$ cat src/sv/xmcs_pkg.sv
// ---------------------------------------------------------------------------
// XMODEM checksum engine package
// Shared constants, codes and control structs.
// ---------------------------------------------------------------------------
`timescale 1ns / 1ps
`default_nettype none

package xmcs_pkg;

  localparam int PAYLOAD_BYTES = 128;
  localparam int FRAME_BYTES   = 132;
  localparam int MEM_DEPTH     = 2 * PAYLOAD_BYTES;
  localparam int MEM_AW        = $clog2(MEM_DEPTH);
  localparam int OFF_W         = $clog2(PAYLOAD_BYTES);

  localparam logic [7:0] PAYLOAD_LEN = 8'(PAYLOAD_BYTES);
  localparam logic [7:0] FRAME_LAST  = 8'(FRAME_BYTES - 1);
  localparam logic [7:0] HDR_BYTES   = 8'd3;

  // link characters
  localparam logic [7:0] CH_SOH = 8'd1;
  localparam logic [7:0] CH_EOT = 8'd4;
  localparam logic [7:0] CH_ACK = 8'd6;
  localparam logic [7:0] CH_NAK = 8'd21;
  localparam logic [7:0] CH_CAN = 8'd24;

  typedef enum logic [2:0] {
    CMD_START_SEND = 3'd0,
    CMD_START_RECV = 3'd1,
    CMD_ABORT      = 3'd2,
    CMD_LINK_READ  = 3'd3,
    CMD_LINK_WRITE = 3'd4,
    CMD_STAGE_BYTE = 3'd5,
    CMD_STAGE_END  = 3'd6,
    CMD_HOST_READ  = 3'd7
  } cmd_e;

  typedef enum logic [3:0] {
    EV_NONE     = 4'd0,
    EV_SENT     = 4'd1,
    EV_RESENT   = 4'd2,
    EV_EOT_SENT = 4'd3,
    EV_RX_GOOD  = 4'd4,
    EV_RX_BAD   = 4'd5,
    EV_EOT_RX   = 4'd6,
    EV_ACK      = 4'd7,
    EV_NAK      = 4'd8,
    EV_CANCEL   = 4'd9
  } ev_e;

  typedef enum logic [1:0] {
    MODE_IDLE = 2'd0,
    MODE_SEND = 2'd1,
    MODE_RECV = 2'd2
  } mode_e;

  // reply we owe (receiver) or last thing sent (sender)
  typedef enum logic [1:0] {
    RP_NONE = 2'd0,
    RP_ACK  = 2'd1,
    RP_NAK  = 2'd2,
    RP_EOT  = 2'd3
  } reply_e;

  // last reply seen from the peer
  typedef enum logic [1:0] {
    PR_NONE  = 2'd0,
    PR_ACK   = 2'd1,
    PR_NAK   = 2'd2,
    PR_OTHER = 2'd3
  } peer_e;

  // where the RAM read data lands in the result
  typedef enum logic [1:0] {
    SEL_NONE = 2'd0,
    SEL_LINK = 2'd1,
    SEL_HOST = 2'd2
  } byte_sel_e;

  typedef struct packed {
    logic        link_valid;
    logic [7:0]  link_byte;
    ev_e         event_res;
    mode_e       mode;
    logic [7:0]  block_number;
    logic [7:0]  host_byte;
    logic [7:0]  staged_count;
    logic        block_committed;
    byte_sel_e   sel;
  } res_t;

  typedef struct packed {
    logic              re;
    logic [MEM_AW-1:0] raddr;
    logic              we;
    logic [MEM_AW-1:0] waddr;
    logic [7:0]        wdata;
  } ram_req_t;

endpackage

`default_nettype wire

$ cat src/sv/xmcs_ram.sv
// ---------------------------------------------------------------------------
// Generic RAM
// One write port, one read port, registered read data.
// ---------------------------------------------------------------------------
`timescale 1ns / 1ps
`default_nettype none

module xmcs_ram #(
  parameter int WIDTH = 8,
  parameter int DEPTH = 256
) (
  input  wire logic                     clk_i,
  input  wire logic                     we_i,
  input  wire logic [$clog2(DEPTH)-1:0] waddr_i,
  input  wire logic [WIDTH-1:0]         wdata_i,
  input  wire logic                     re_i,
  input  wire logic [$clog2(DEPTH)-1:0] raddr_i,
  output logic      [WIDTH-1:0]         rdata_o
);

  logic [WIDTH-1:0] mem_q [DEPTH];
  logic [WIDTH-1:0] rdata_q;

  always_ff @(posedge clk_i) begin
    if (we_i) begin
      mem_q[waddr_i] <= wdata_i;
    end
    if (re_i) begin
      rdata_q <= mem_q[raddr_i];
    end
  end

  assign rdata_o = rdata_q;

endmodule

`default_nettype wire

$ cat src/sv/xmcs_ctrl.sv
// ---------------------------------------------------------------------------
// XMODEM protocol control
// Sender/receiver state, frame bookkeeping and payload RAM addressing.
// ---------------------------------------------------------------------------
`timescale 1ns / 1ps
`default_nettype none

module xmcs_ctrl
  import xmcs_pkg::*;
(
  input  wire logic       clk_i,
  input  wire logic       rst_ni,
  input  wire logic       accept_i,
  input  wire logic [2:0] cmd_i,
  input  wire logic [7:0] data_byte_i,
  input  wire logic [6:0] payload_index_i,
  output ram_req_t        ram_req_o,
  output res_t            res_o
);

  mode_e      mode_q, mode_d;
  reply_e     pend_q, pend_d;
  peer_e      peer_q, peer_d;
  logic [7:0] fidx_q, fidx_d;
  logic [7:0] nblk_q, nblk_d;
  logic       bank_q, bank_d;
  logic [7:0] fblk_q, fblk_d;
  logic [7:0] fcmp_q, fcmp_d;
  logic [7:0] fsum_q, fsum_d;
  logic [7:0] flen_q, flen_d;
  logic [7:0] flead_q, flead_d;
  logic [7:0] scnt_q, scnt_d;
  logic [7:0] ssum_q, ssum_d;
  logic       send_q, send_d;

  logic [7:0] off;
  logic       good;
  cmd_e       cmd;

  assign off  = fidx_q - HDR_BYTES;
  assign cmd  = cmd_e'(cmd_i);
  assign good = (flead_q == CH_SOH) && (fblk_q == ~fcmp_q) && (fsum_q == data_byte_i);

  always_comb begin
    mode_d  = mode_q;
    pend_d  = pend_q;
    peer_d  = peer_q;
    fidx_d  = fidx_q;
    nblk_d  = nblk_q;
    bank_d  = bank_q;
    fblk_d  = fblk_q;
    fcmp_d  = fcmp_q;
    fsum_d  = fsum_q;
    flen_d  = flen_q;
    flead_d = flead_q;
    scnt_d  = scnt_q;
    ssum_d  = ssum_q;
    send_d  = send_q;

    ram_req_o = '0;
    res_o     = '0;

    case (cmd)
      CMD_START_SEND, CMD_START_RECV: begin
        mode_d = (cmd == CMD_START_SEND) ? MODE_SEND : MODE_RECV;
        fidx_d = '0;
        pend_d = RP_NAK;
        peer_d = PR_NONE;
        nblk_d = 8'd1;
        if (cmd == CMD_START_RECV) begin
          flen_d = '0;
          scnt_d = '0;
          ssum_d = '0;
          send_d = 1'b0;
        end
      end
      CMD_ABORT: begin
        if (mode_q != MODE_IDLE) res_o.event_res = EV_CANCEL;
        mode_d = MODE_IDLE;
        fidx_d = '0;
        pend_d = RP_NONE;
        peer_d = PR_NONE;
      end
      CMD_LINK_READ: begin
        if (mode_q == MODE_SEND) begin
          if (fidx_q != '0) begin
            res_o.link_valid = 1'b1;
            if (fidx_q == 8'd1) begin
              res_o.link_byte = fblk_q;
            end else if (fidx_q == 8'd2) begin
              res_o.link_byte = fcmp_q;
            end else if (fidx_q == FRAME_LAST) begin
              res_o.link_byte = fsum_q;
            end else if (off < flen_q) begin
              ram_req_o.re    = 1'b1;
              ram_req_o.raddr = {bank_q, off[OFF_W-1:0]};
              res_o.sel       = SEL_LINK;
            end
            if (fidx_q == FRAME_LAST) begin
              fidx_d = '0;
              peer_d = PR_NONE;
              pend_d = RP_ACK;
            end else begin
              fidx_d = fidx_q + 8'd1;
            end
          end else if ((pend_q == RP_NAK && peer_q == PR_NAK) ||
                       (pend_q == RP_ACK && peer_q == PR_ACK)) begin
            if (scnt_q >= PAYLOAD_LEN || (scnt_q != '0 && send_q)) begin
              bank_d  = ~bank_q;
              flen_d  = scnt_q;
              fsum_d  = ssum_q;
              flead_d = CH_SOH;
              fblk_d  = nblk_q;
              fcmp_d  = ~nblk_q;
              nblk_d  = nblk_q + 8'd1;
              scnt_d  = '0;
              ssum_d  = '0;
              peer_d  = PR_NONE;
              pend_d  = RP_ACK;
              fidx_d  = 8'd1;
              res_o.link_valid = 1'b1;
              res_o.link_byte  = CH_SOH;
              res_o.event_res  = EV_SENT;
            end else if (scnt_q == '0 && send_q) begin
              peer_d = PR_NONE;
              pend_d = RP_EOT;
              res_o.link_valid = 1'b1;
              res_o.link_byte  = CH_EOT;
              res_o.event_res  = EV_EOT_SENT;
            end
          end else if (peer_q == PR_NAK) begin
            peer_d = PR_NONE;
            res_o.link_valid = 1'b1;
            if (pend_q == RP_EOT) begin
              res_o.link_byte = CH_EOT;
              res_o.event_res = EV_EOT_SENT;
            end else begin
              fidx_d = 8'd1;
              res_o.link_byte = flead_q;
              res_o.event_res = EV_RESENT;
            end
          end
        end else if (mode_q == MODE_RECV) begin
          if (pend_q == RP_EOT) begin
            pend_d = RP_NONE;
            mode_d = MODE_IDLE;
            res_o.link_valid = 1'b1;
            res_o.link_byte  = CH_ACK;
            res_o.event_res  = EV_ACK;
          end else if (pend_q == RP_ACK || pend_q == RP_NAK) begin
            pend_d = RP_NONE;
            res_o.link_valid = 1'b1;
            res_o.link_byte  = (pend_q == RP_ACK) ? CH_ACK : CH_NAK;
            res_o.event_res  = (pend_q == RP_ACK) ? EV_ACK : EV_NAK;
          end
        end
      end
      CMD_LINK_WRITE: begin
        if (mode_q == MODE_SEND) begin
          if (data_byte_i == CH_ACK) begin
            peer_d = PR_ACK;
            res_o.event_res = EV_ACK;
            if (pend_q == RP_EOT) mode_d = MODE_IDLE;
          end else if (data_byte_i == CH_NAK) begin
            peer_d = PR_NAK;
            res_o.event_res = EV_NAK;
          end else if (data_byte_i == CH_CAN) begin
            peer_d = PR_OTHER;
            res_o.event_res = EV_CANCEL;
            mode_d = MODE_IDLE;
          end else begin
            peer_d = PR_OTHER;
          end
        end else if (mode_q == MODE_RECV) begin
          if (fidx_q == '0) begin
            if (data_byte_i == CH_EOT) begin
              pend_d = RP_EOT;
              res_o.event_res = EV_EOT_RX;
            end else begin
              flead_d = data_byte_i;
              fsum_d  = '0;
              fidx_d  = 8'd1;
            end
          end else if (fidx_q == 8'd1) begin
            fblk_d = data_byte_i;
            fidx_d = 8'd2;
          end else if (fidx_q == 8'd2) begin
            fcmp_d = data_byte_i;
            fidx_d = 8'd3;
          end else if (fidx_q < FRAME_LAST) begin
            ram_req_o.we    = 1'b1;
            ram_req_o.waddr = {bank_q, off[OFF_W-1:0]};
            ram_req_o.wdata = data_byte_i;
            fsum_d = fsum_q + data_byte_i;
            fidx_d = fidx_q + 8'd1;
          end else begin
            // trailing checksum byte closes the frame
            fidx_d = '0;
            pend_d = good ? RP_ACK : RP_NAK;
            res_o.event_res = good ? EV_RX_GOOD : EV_RX_BAD;
            if (good && fblk_q == nblk_q) begin
              nblk_d = nblk_q + 8'd1;
              bank_d = ~bank_q;
              res_o.block_committed = 1'b1;
            end
          end
        end
      end
      CMD_STAGE_BYTE: begin
        if (mode_q != MODE_RECV && scnt_q < PAYLOAD_LEN) begin
          ram_req_o.we    = 1'b1;
          ram_req_o.waddr = {~bank_q, scnt_q[OFF_W-1:0]};
          ram_req_o.wdata = data_byte_i;
          scnt_d = scnt_q + 8'd1;
          ssum_d = ssum_q + data_byte_i;
        end
      end
      CMD_STAGE_END: begin
        if (mode_q != MODE_RECV) send_d = 1'b1;
      end
      CMD_HOST_READ: begin
        ram_req_o.re    = 1'b1;
        ram_req_o.raddr = {~bank_q, payload_index_i};
        res_o.sel       = SEL_HOST;
      end
      default: begin
      end
    endcase

    // state after the word
    res_o.mode         = mode_d;
    res_o.block_number = nblk_d;
    res_o.staged_count = scnt_d;

    // nothing reaches RAM unless the word is taken
    ram_req_o.re = ram_req_o.re & accept_i;
    ram_req_o.we = ram_req_o.we & accept_i;
  end

  always_ff @(posedge clk_i or negedge rst_ni) begin
    if (!rst_ni) begin
      mode_q  <= MODE_IDLE;
      pend_q  <= RP_NONE;
      peer_q  <= PR_NONE;
      fidx_q  <= '0;
      nblk_q  <= 8'd1;
      bank_q  <= 1'b0;
      fblk_q  <= '0;
      fcmp_q  <= '0;
      fsum_q  <= '0;
      flen_q  <= '0;
      flead_q <= '0;
      scnt_q  <= '0;
      ssum_q  <= '0;
      send_q  <= 1'b0;
    end else if (accept_i) begin
      mode_q  <= mode_d;
      pend_q  <= pend_d;
      peer_q  <= peer_d;
      fidx_q  <= fidx_d;
      nblk_q  <= nblk_d;
      bank_q  <= bank_d;
      fblk_q  <= fblk_d;
      fcmp_q  <= fcmp_d;
      fsum_q  <= fsum_d;
      flen_q  <= flen_d;
      flead_q <= flead_d;
      scnt_q  <= scnt_d;
      ssum_q  <= ssum_d;
      send_q  <= send_d;
    end
  end

endmodule

`default_nettype wire

$ cat src/sv/xmcs_out.sv
// ---------------------------------------------------------------------------
// Result pipeline
// Holds a word while its RAM read completes, merges the read byte and
// keeps an output register toward the master side.
// ---------------------------------------------------------------------------
`timescale 1ns / 1ps
`default_nettype none

module xmcs_out
  import xmcs_pkg::*;
(
  input  wire logic        clk_i,
  input  wire logic        rst_ni,
  input  wire logic        accept_i,
  input  wire res_t        res_i,
  input  wire logic [7:0]  rdata_i,
  output logic             ready_o,
  output logic             m_valid_o,
  input  wire logic        m_ready_i,
  output logic [39:0]      m_data_o
);

  logic  pv_q;
  res_t  pres_q;
  logic  ov_q;
  res_t  ores_q, ores_d;
  logic  p_adv;

  // RAM data stays put until the next accept, which needs the stage moved on
  assign p_adv   = pv_q && (!ov_q || m_ready_i);
  assign ready_o = !pv_q || p_adv;

  always_comb begin
    ores_d = pres_q;
    case (pres_q.sel)
      SEL_LINK: ores_d.link_byte = rdata_i;
      SEL_HOST: ores_d.host_byte = rdata_i;
      default:  ores_d.sel       = SEL_NONE;
    endcase
  end

  always_ff @(posedge clk_i or negedge rst_ni) begin
    if (!rst_ni) begin
      pv_q <= 1'b0;
      ov_q <= 1'b0;
    end else begin
      if (accept_i) begin
        pv_q <= 1'b1;
      end else if (p_adv) begin
        pv_q <= 1'b0;
      end
      if (p_adv) begin
        ov_q <= 1'b1;
      end else if (m_ready_i) begin
        ov_q <= 1'b0;
      end
    end
  end

  always_ff @(posedge clk_i) begin
    if (accept_i) begin
      pres_q <= res_i;
    end
    if (p_adv) begin
      ores_q <= ores_d;
    end
  end

  assign m_valid_o = ov_q;
  assign m_data_o  = {ores_q.block_committed, ores_q.staged_count, ores_q.host_byte,
                      ores_q.block_number, ores_q.mode, ores_q.event_res,
                      ores_q.link_byte, ores_q.link_valid};

endmodule

`default_nettype wire

$ cat src/sv/xmodem_checksum_transfer_engine.sv
// An accepted word is registered in the hold stage with its RAM read, then in
// the output register, from which the master takes it.
// One word per cycle if the master keeps up; at most one RAM access per word
// (read or write), and its registered read sets the two-stage result path.
// Reset clears protocol state and the result pipeline at once; the payload
// RAM is not cleared, entries read before being written return junk.
// ---------------------------------------------------------------------------
// XMODEM checksum transfer engine
// 128-byte checksum XMODEM sender/receiver behind a byte link port.
// ---------------------------------------------------------------------------
`timescale 1ns / 1ps
`default_nettype none

module xmodem_checksum_transfer_engine
  import xmcs_pkg::*;
(
  input  wire logic        clk_i,
  input  wire logic        rst_ni,
  input  wire logic        s_axis_tvalid,
  output logic             s_axis_tready,
  input  wire logic [15:0] s_axis_tdata,  // data_byte[7:0], payload_index[14:8]
  input  wire logic [2:0]  s_axis_tuser,  // cmd[2:0]
  output logic             m_axis_tvalid,
  input  wire logic        m_axis_tready,
  output logic [39:0]      m_axis_tdata   // link_valid[0], link_byte[8:1],
                                          // event_res[12:9], mode[14:13],
                                          // block_number[22:15], host_byte[30:23],
                                          // staged_count[38:31], block_committed[39]
);

  logic       accept;
  ram_req_t   ram_req;
  res_t       res;
  logic [7:0] rdata;

  assign accept = s_axis_tvalid && s_axis_tready;

  xmcs_ctrl u_ctrl (
    .clk_i           (clk_i),
    .rst_ni          (rst_ni),
    .accept_i        (accept),
    .cmd_i           (s_axis_tuser),
    .data_byte_i     (s_axis_tdata[7:0]),
    .payload_index_i (s_axis_tdata[14:8]),
    .ram_req_o       (ram_req),
    .res_o           (res)
  );

  xmcs_ram #(
    .WIDTH (8),
    .DEPTH (MEM_DEPTH)
  ) u_payload_ram (
    .clk_i   (clk_i),
    .we_i    (ram_req.we),
    .waddr_i (ram_req.waddr),
    .wdata_i (ram_req.wdata),
    .re_i    (ram_req.re),
    .raddr_i (ram_req.raddr),
    .rdata_o (rdata)
  );

  xmcs_out u_out (
    .clk_i     (clk_i),
    .rst_ni    (rst_ni),
    .accept_i  (accept),
    .res_i     (res),
    .rdata_i   (rdata),
    .ready_o   (s_axis_tready),
    .m_valid_o (m_axis_tvalid),
    .m_ready_i (m_axis_tready),
    .m_data_o  (m_axis_tdata)
  );

endmodule

`default_nettype wire
$ cat config.mk
export PLATFORM = sky130hd
export DESIGN_NAME = xmodem_checksum_transfer_engine
export DESIGN_NICKNAME = d
export VERILOG_FILES = /design/src/sv/xmcs_pkg.sv /design/src/sv/xmcs_ram.sv /design/src/sv/xmcs_ctrl.sv /design/src/sv/xmcs_out.sv /design/src/sv/xmodem_checksum_transfer_engine.sv
export SDC_FILE = /design/constraint.sdc
export NUM_CORES = 2
export LEC_CHECK = 0
export ABC_CLOCK_PERIOD_IN_PS = 7000
export BUFFER_PORTS_ARGS = -buffer_cell sky130_fd_sc_hd__buf_4
export CORE_UTILIZATION = 35
export DETAILED_ROUTE_END_ITERATION = 10
export PLACE_DENSITY = 0.56
export SYNTH_ARGS = -nofsm -noshare
export SYNTH_HDL_FRONTEND = slang
export SYNTH_HIERARCHICAL = 1
export SYNTH_SLANG_ARGS = --single-unit
export TNS_END_PERCENT = 50
$ cat constraint.sdc
create_clock -name clk_i -period 7 [get_ports clk_i]
set_input_delay 0 -clock clk_i [delete_from_list [all_inputs] [get_ports clk_i]]
set_output_delay 0 -clock clk_i [all_outputs]
set_load 0.05 [all_outputs]
==> results.md <==
* Vias in the first global route at between 40000 and 50000
* Sw Share at 22.5%
* CP peak stage delay at about 1.2 ns
* Most frequent CP cell: nor3_1
* DP Worst Slack at a little under 0.4 ns
* Post-route minimum period at a little under 7 ns
* Largest net degree at the start of global routing at 189
* Clock power share at between 40 and 50%
* Clk buf depth at 3
* Placer Congestion at a little under 0.9
* Reg power frac at about 53%
* Seq. cell area at between 0.06 and 0.07 mm2
* Clk_skew at roughly 0.048 ns
* Clock Pin Slew Worst Setup and Hold Paths at ~0.06 ns
* First-pass GRT wire length at roughly 340 mm
* Final Setup Violations at 0
* WS Path Type: reg -> reg
* Antenna-violating nets left at 0
* Crit-path cells: or3_1 > nor3_1 > xnor2_1 > inv_1 > ha_1 > nor2b_1 > o21ai_0 > and3_1 > o21ai_2 > o21ai_4 > buf_4 > nor2_4 > a221oi_1 > o32ai_1 > nor3_1 > nor4_1
* Cell row count at between 150 and 200
* Critical Path Start Type: register
* Num CTS Buffers at between 200 and 250
* Starting density of the core at a little over a third
* Post-synthesis mux area share at a little over an eighth
* Max Cap Viol at 0
* Initial DRC Count at a little over 5000
* Via density at about 5.5
* R2r endpoint: u_payload_ram/rdata_o[3]
* Post-synthesis adder-cell area fraction at less than 1%
* # DRC at 0
* CP max stage cell: a221oi_1
* Clk root buf: clkbuf_16
* Synth Flop Type: edfxtp_1
* WHS Endpoint: u_ctrl/flead_q[0]
* FILL cells at around 23000
* Final Hold Vio Count at 0
* Die Area at 0.258 mm2
* Register-to-Register Path Depth at 16
* Static Leak at 31.5 nW
* Async S/R FF share, synth at under 10%
* VDD IR max at 0.233 mV
* Initial antenna violation count at 5
* Worst Path Max Fanout at 18
* Worst slew pin tran at 1.38 ns
* Post-Synth Simple-Gate Area at under 10%
* Final count of pins violating max slew at 0
* CTS tree: done
* Post-Route WL at ~230 mm
* Critical Path RT at 7.56 ns
* Cell taking the most area after synthesis: edfxtp_1
* Post-Syn Area at around 0.090 mm2
* Io pins at 65
* Largest cells by area after synthesis: edfxtp_1 (72%), mux4_2 (11%), dfrtp_1 (2.3%)
* HPWL after DPL at 145 mm
* Core area at 0.254 mm2
* Drt pass-1 iters at 6
* Final worst setup slack at ~0.19 ns
* Internal power at around 0.022 W
* Synth Area in XOR/XNOR at less than 1%
* Share of the synthesized area in the top cell type at a little under three quarters
* Vias at roughly 47000
* I/O Buffers at 63
* Synth unique cells at between 90 and 100
* Mean Syn Cell Area at between 15 and 20 um2
* Total gr overflow at 0
* Register bit total from synthesis at approximately 2200
* Crit-path leading delay family: compound AO/OA/AOI/OAI gates
* Worst r2r src: u_ctrl/fidx_q[3]
* H-tree depth at 4
* CTS resizes at 0
* Multi-input gate area at ~0.021 mm2
* Power share of the combinational group at ~6.0%
* Synth top cells by count: edfxtp_1 (2138), mux4_2 (455), nor2_1 (333)
* Final Util at between 30% and 40%
* Status: finished, final reports clean
* Synth warn at 6
* Buf/Inv on CP at 2
* Relative slew slack at 8.18%
* EDFF count, synth at around 2100
* Final net count at approximately 5000
* Die Y at 508 um
* Later-pin clock latency in the skew report at around 0.86 ns
* Max Freq at ~150 MHz
* Top-count cell post-synth: edfxtp_1
* Worst EP arrival at about 7.4 ns
* Largest family of logic cells by synthesized area: multiplexers
* Net Switching at 0.00641 W
* Final period util at 97.3%
* Crit path capture type: register
* Clock sinks at between 2000 and 2500
* GRT Total Usage at 17.9%
* Avg WL per Cell at 27.5 um
* PD cells at between 200 and 300 mW/mm2
* Layout cells sized above 1 at between 20% and 30%
* Placed Instance Area at 0.0942 mm2
* Synth Area in Compound Gates at under 10%
* Die width at roughly 510 um
* HP Start: s_axis_tdata[0]
* Layout overhead on the synthesized area at 13.5%
* Setup TNS at 0 ns
* RSZ-0062 raised after global routing: no
* Cells after synthesis at 4731
* R2r setup slk at 0.19 ns
* Worst hold path class: in -> reg
* Hold-critical path depth at 4
* Sequential fraction of the synthesis area at about 74%
* Final instance area at 0.102 mm2
[area by class of cell]
type                            instances  share of cell area, %
Timing Repair Buffer                  263                   2.32
Sequential cell                      2220                   65.1
Multi-Input combinational cell       2166                   21.1
Clock buffer                          269                   5.73
Clock inverter                        147                   1.38
Inverter                               45                  0.166
Antenna cell                            3                0.00738
Tap cell                             3366                   4.14
[power groups by stage]
stage               Sequential [W]  Clock (W)  Combinational, W
floorplan                   0.0152          0           0.00107
global placement            0.0152          0           0.00167
detailed placement          0.0152          0           0.00169
CTS                         0.0149     0.0120           0.00171
global route                0.0149     0.0125           0.00184
finish                      0.0149     0.0118           0.00172
[routing by layer]
layer | up-vias | GRT usage (%) | routed length, um
met4 | 2 | 4.69 | 5320
li1 | 19800 | - | -
met5 | - | 0 | 15
met2 | 1753 | 28.3 | 110000
met3 | 284 | 2.92 | 16000
met1 | 25200 | 25.5 | 102000
[worst max path at each step]
stage,from,end,slack [ns],cells after the start
2_1_floorplan,u_ctrl/fidx_q[0],u_payload_ram/mem_q[0][0],0.92,10
3_3_place_gp,u_ctrl/fidx_q[3],u_payload_ram/rdata_o[3],0.30,16
3_5_place_dp,u_ctrl/fidx_q[3],u_payload_ram/rdata_o[3],0.39,16
4_1_cts,u_ctrl/fidx_q[3],u_payload_ram/rdata_o[3],0.33,16
5_1_grt,u_ctrl/fidx_q[3],u_payload_ram/rdata_o[3],0.09,16
6_report,u_ctrl/fidx_q[3],u_payload_ram/rdata_o[3],0.19,16
[cell families after synthesis]
family          count (synthesis)
flops                        2220
simple gates                  792
compound gates                663
mux                           633
buf+inv                       352
xor+xnor                       36
fa+ha+maj                      34
other cells                     1
[through the flow]
| step | instances | hold slack [ns] | power [W] |
|---|---|---|---|
| 2_1_floorplan | 4738 | -0.296 | 0.0163 |
| 6_report | 8479 | 0.117 | 0.0284 |
| 3_3_place_gp | 8032 | -0.218 | 0.0169 |
| 4_1_cts | 8476 | 0.0541 | 0.0287 |
| 3_5_place_dp | 8032 | -0.218 | 0.0169 |
| 5_1_grt | 8476 | 0.164 | 0.0293 |
[worst min-delay path: stages]
cell,delay (ns)
dlygate4sd3_1,0.54
buf_4,0.19
nor2_1,0.11
a21oi_1,0.07
[registers in the layout, indices dropped and copies added (netlist names), 8 cells and up]
register and count:
u_out/ores_d 24, u_ctrl/scnt_q 8, u_ctrl/ssum_q 8, u_out/pres_q 18, u_ctrl/flead_q 8, u_ctrl/fblk_q 8
u_ctrl/fcmp_q 8, u_payload_ram/rdata_o 8, u_ctrl/nblk_q 8, u_ctrl/fidx_q 8, u_payload_ram/mem_q 2048, u_out/m_data_o 40
u_ctrl/flen_q 8, u_ctrl/fsum_q 8
[layout by cell type (no fill, tap or decap), types with 24 or more instances in the layout]
| master | Yosys | routed |
|---|---|---|
| o221ai_1 | 47 | 47 |
| o21ai_0 | 101 | 93 |
| edfxtp_1 | 2138 | 2138 |
| mux4_2 | 455 | 455 |
| inv_1 | 44 | 44 |
| ha_1 | 32 | 32 |
| mux2_4 | 24 | 24 |
| clkinv_1 | 1 | 58 |
| dfrtp_1 | 81 | 81 |
| nand3_1 | 73 | 72 |
| o22ai_1 | 33 | 32 |
| clkbuf_1 | 160 | 42 |
| clkbuf_16 | 0 | 226 |
| nor3_1 | 50 | 49 |
| nand2b_1 | 25 | 25 |
| a21oi_1 | 145 | 144 |
| a22oi_1 | 136 | 136 |
| nor2b_1 | 39 | 36 |
| nor2_1 | 333 | 330 |
| dlygate4sd3_1 | 0 | 28 |
| mux2i_1 | 138 | 138 |
| nand2_1 | 130 | 130 |
| clkinv_2 | 0 | 44 |
| buf_12 | 7 | 25 |
| nor4_1 | 35 | 35 |
| buf_4 | 33 | 210 |
[timing repair]
action / CTS / global route
hold endpoints to repair: 391 / 0
hold buffers: 28 / 0
endpoints found under the setup margin: 0 / 0
buffers inserted: 0 / 0
(Power assumes the default switching activity.)
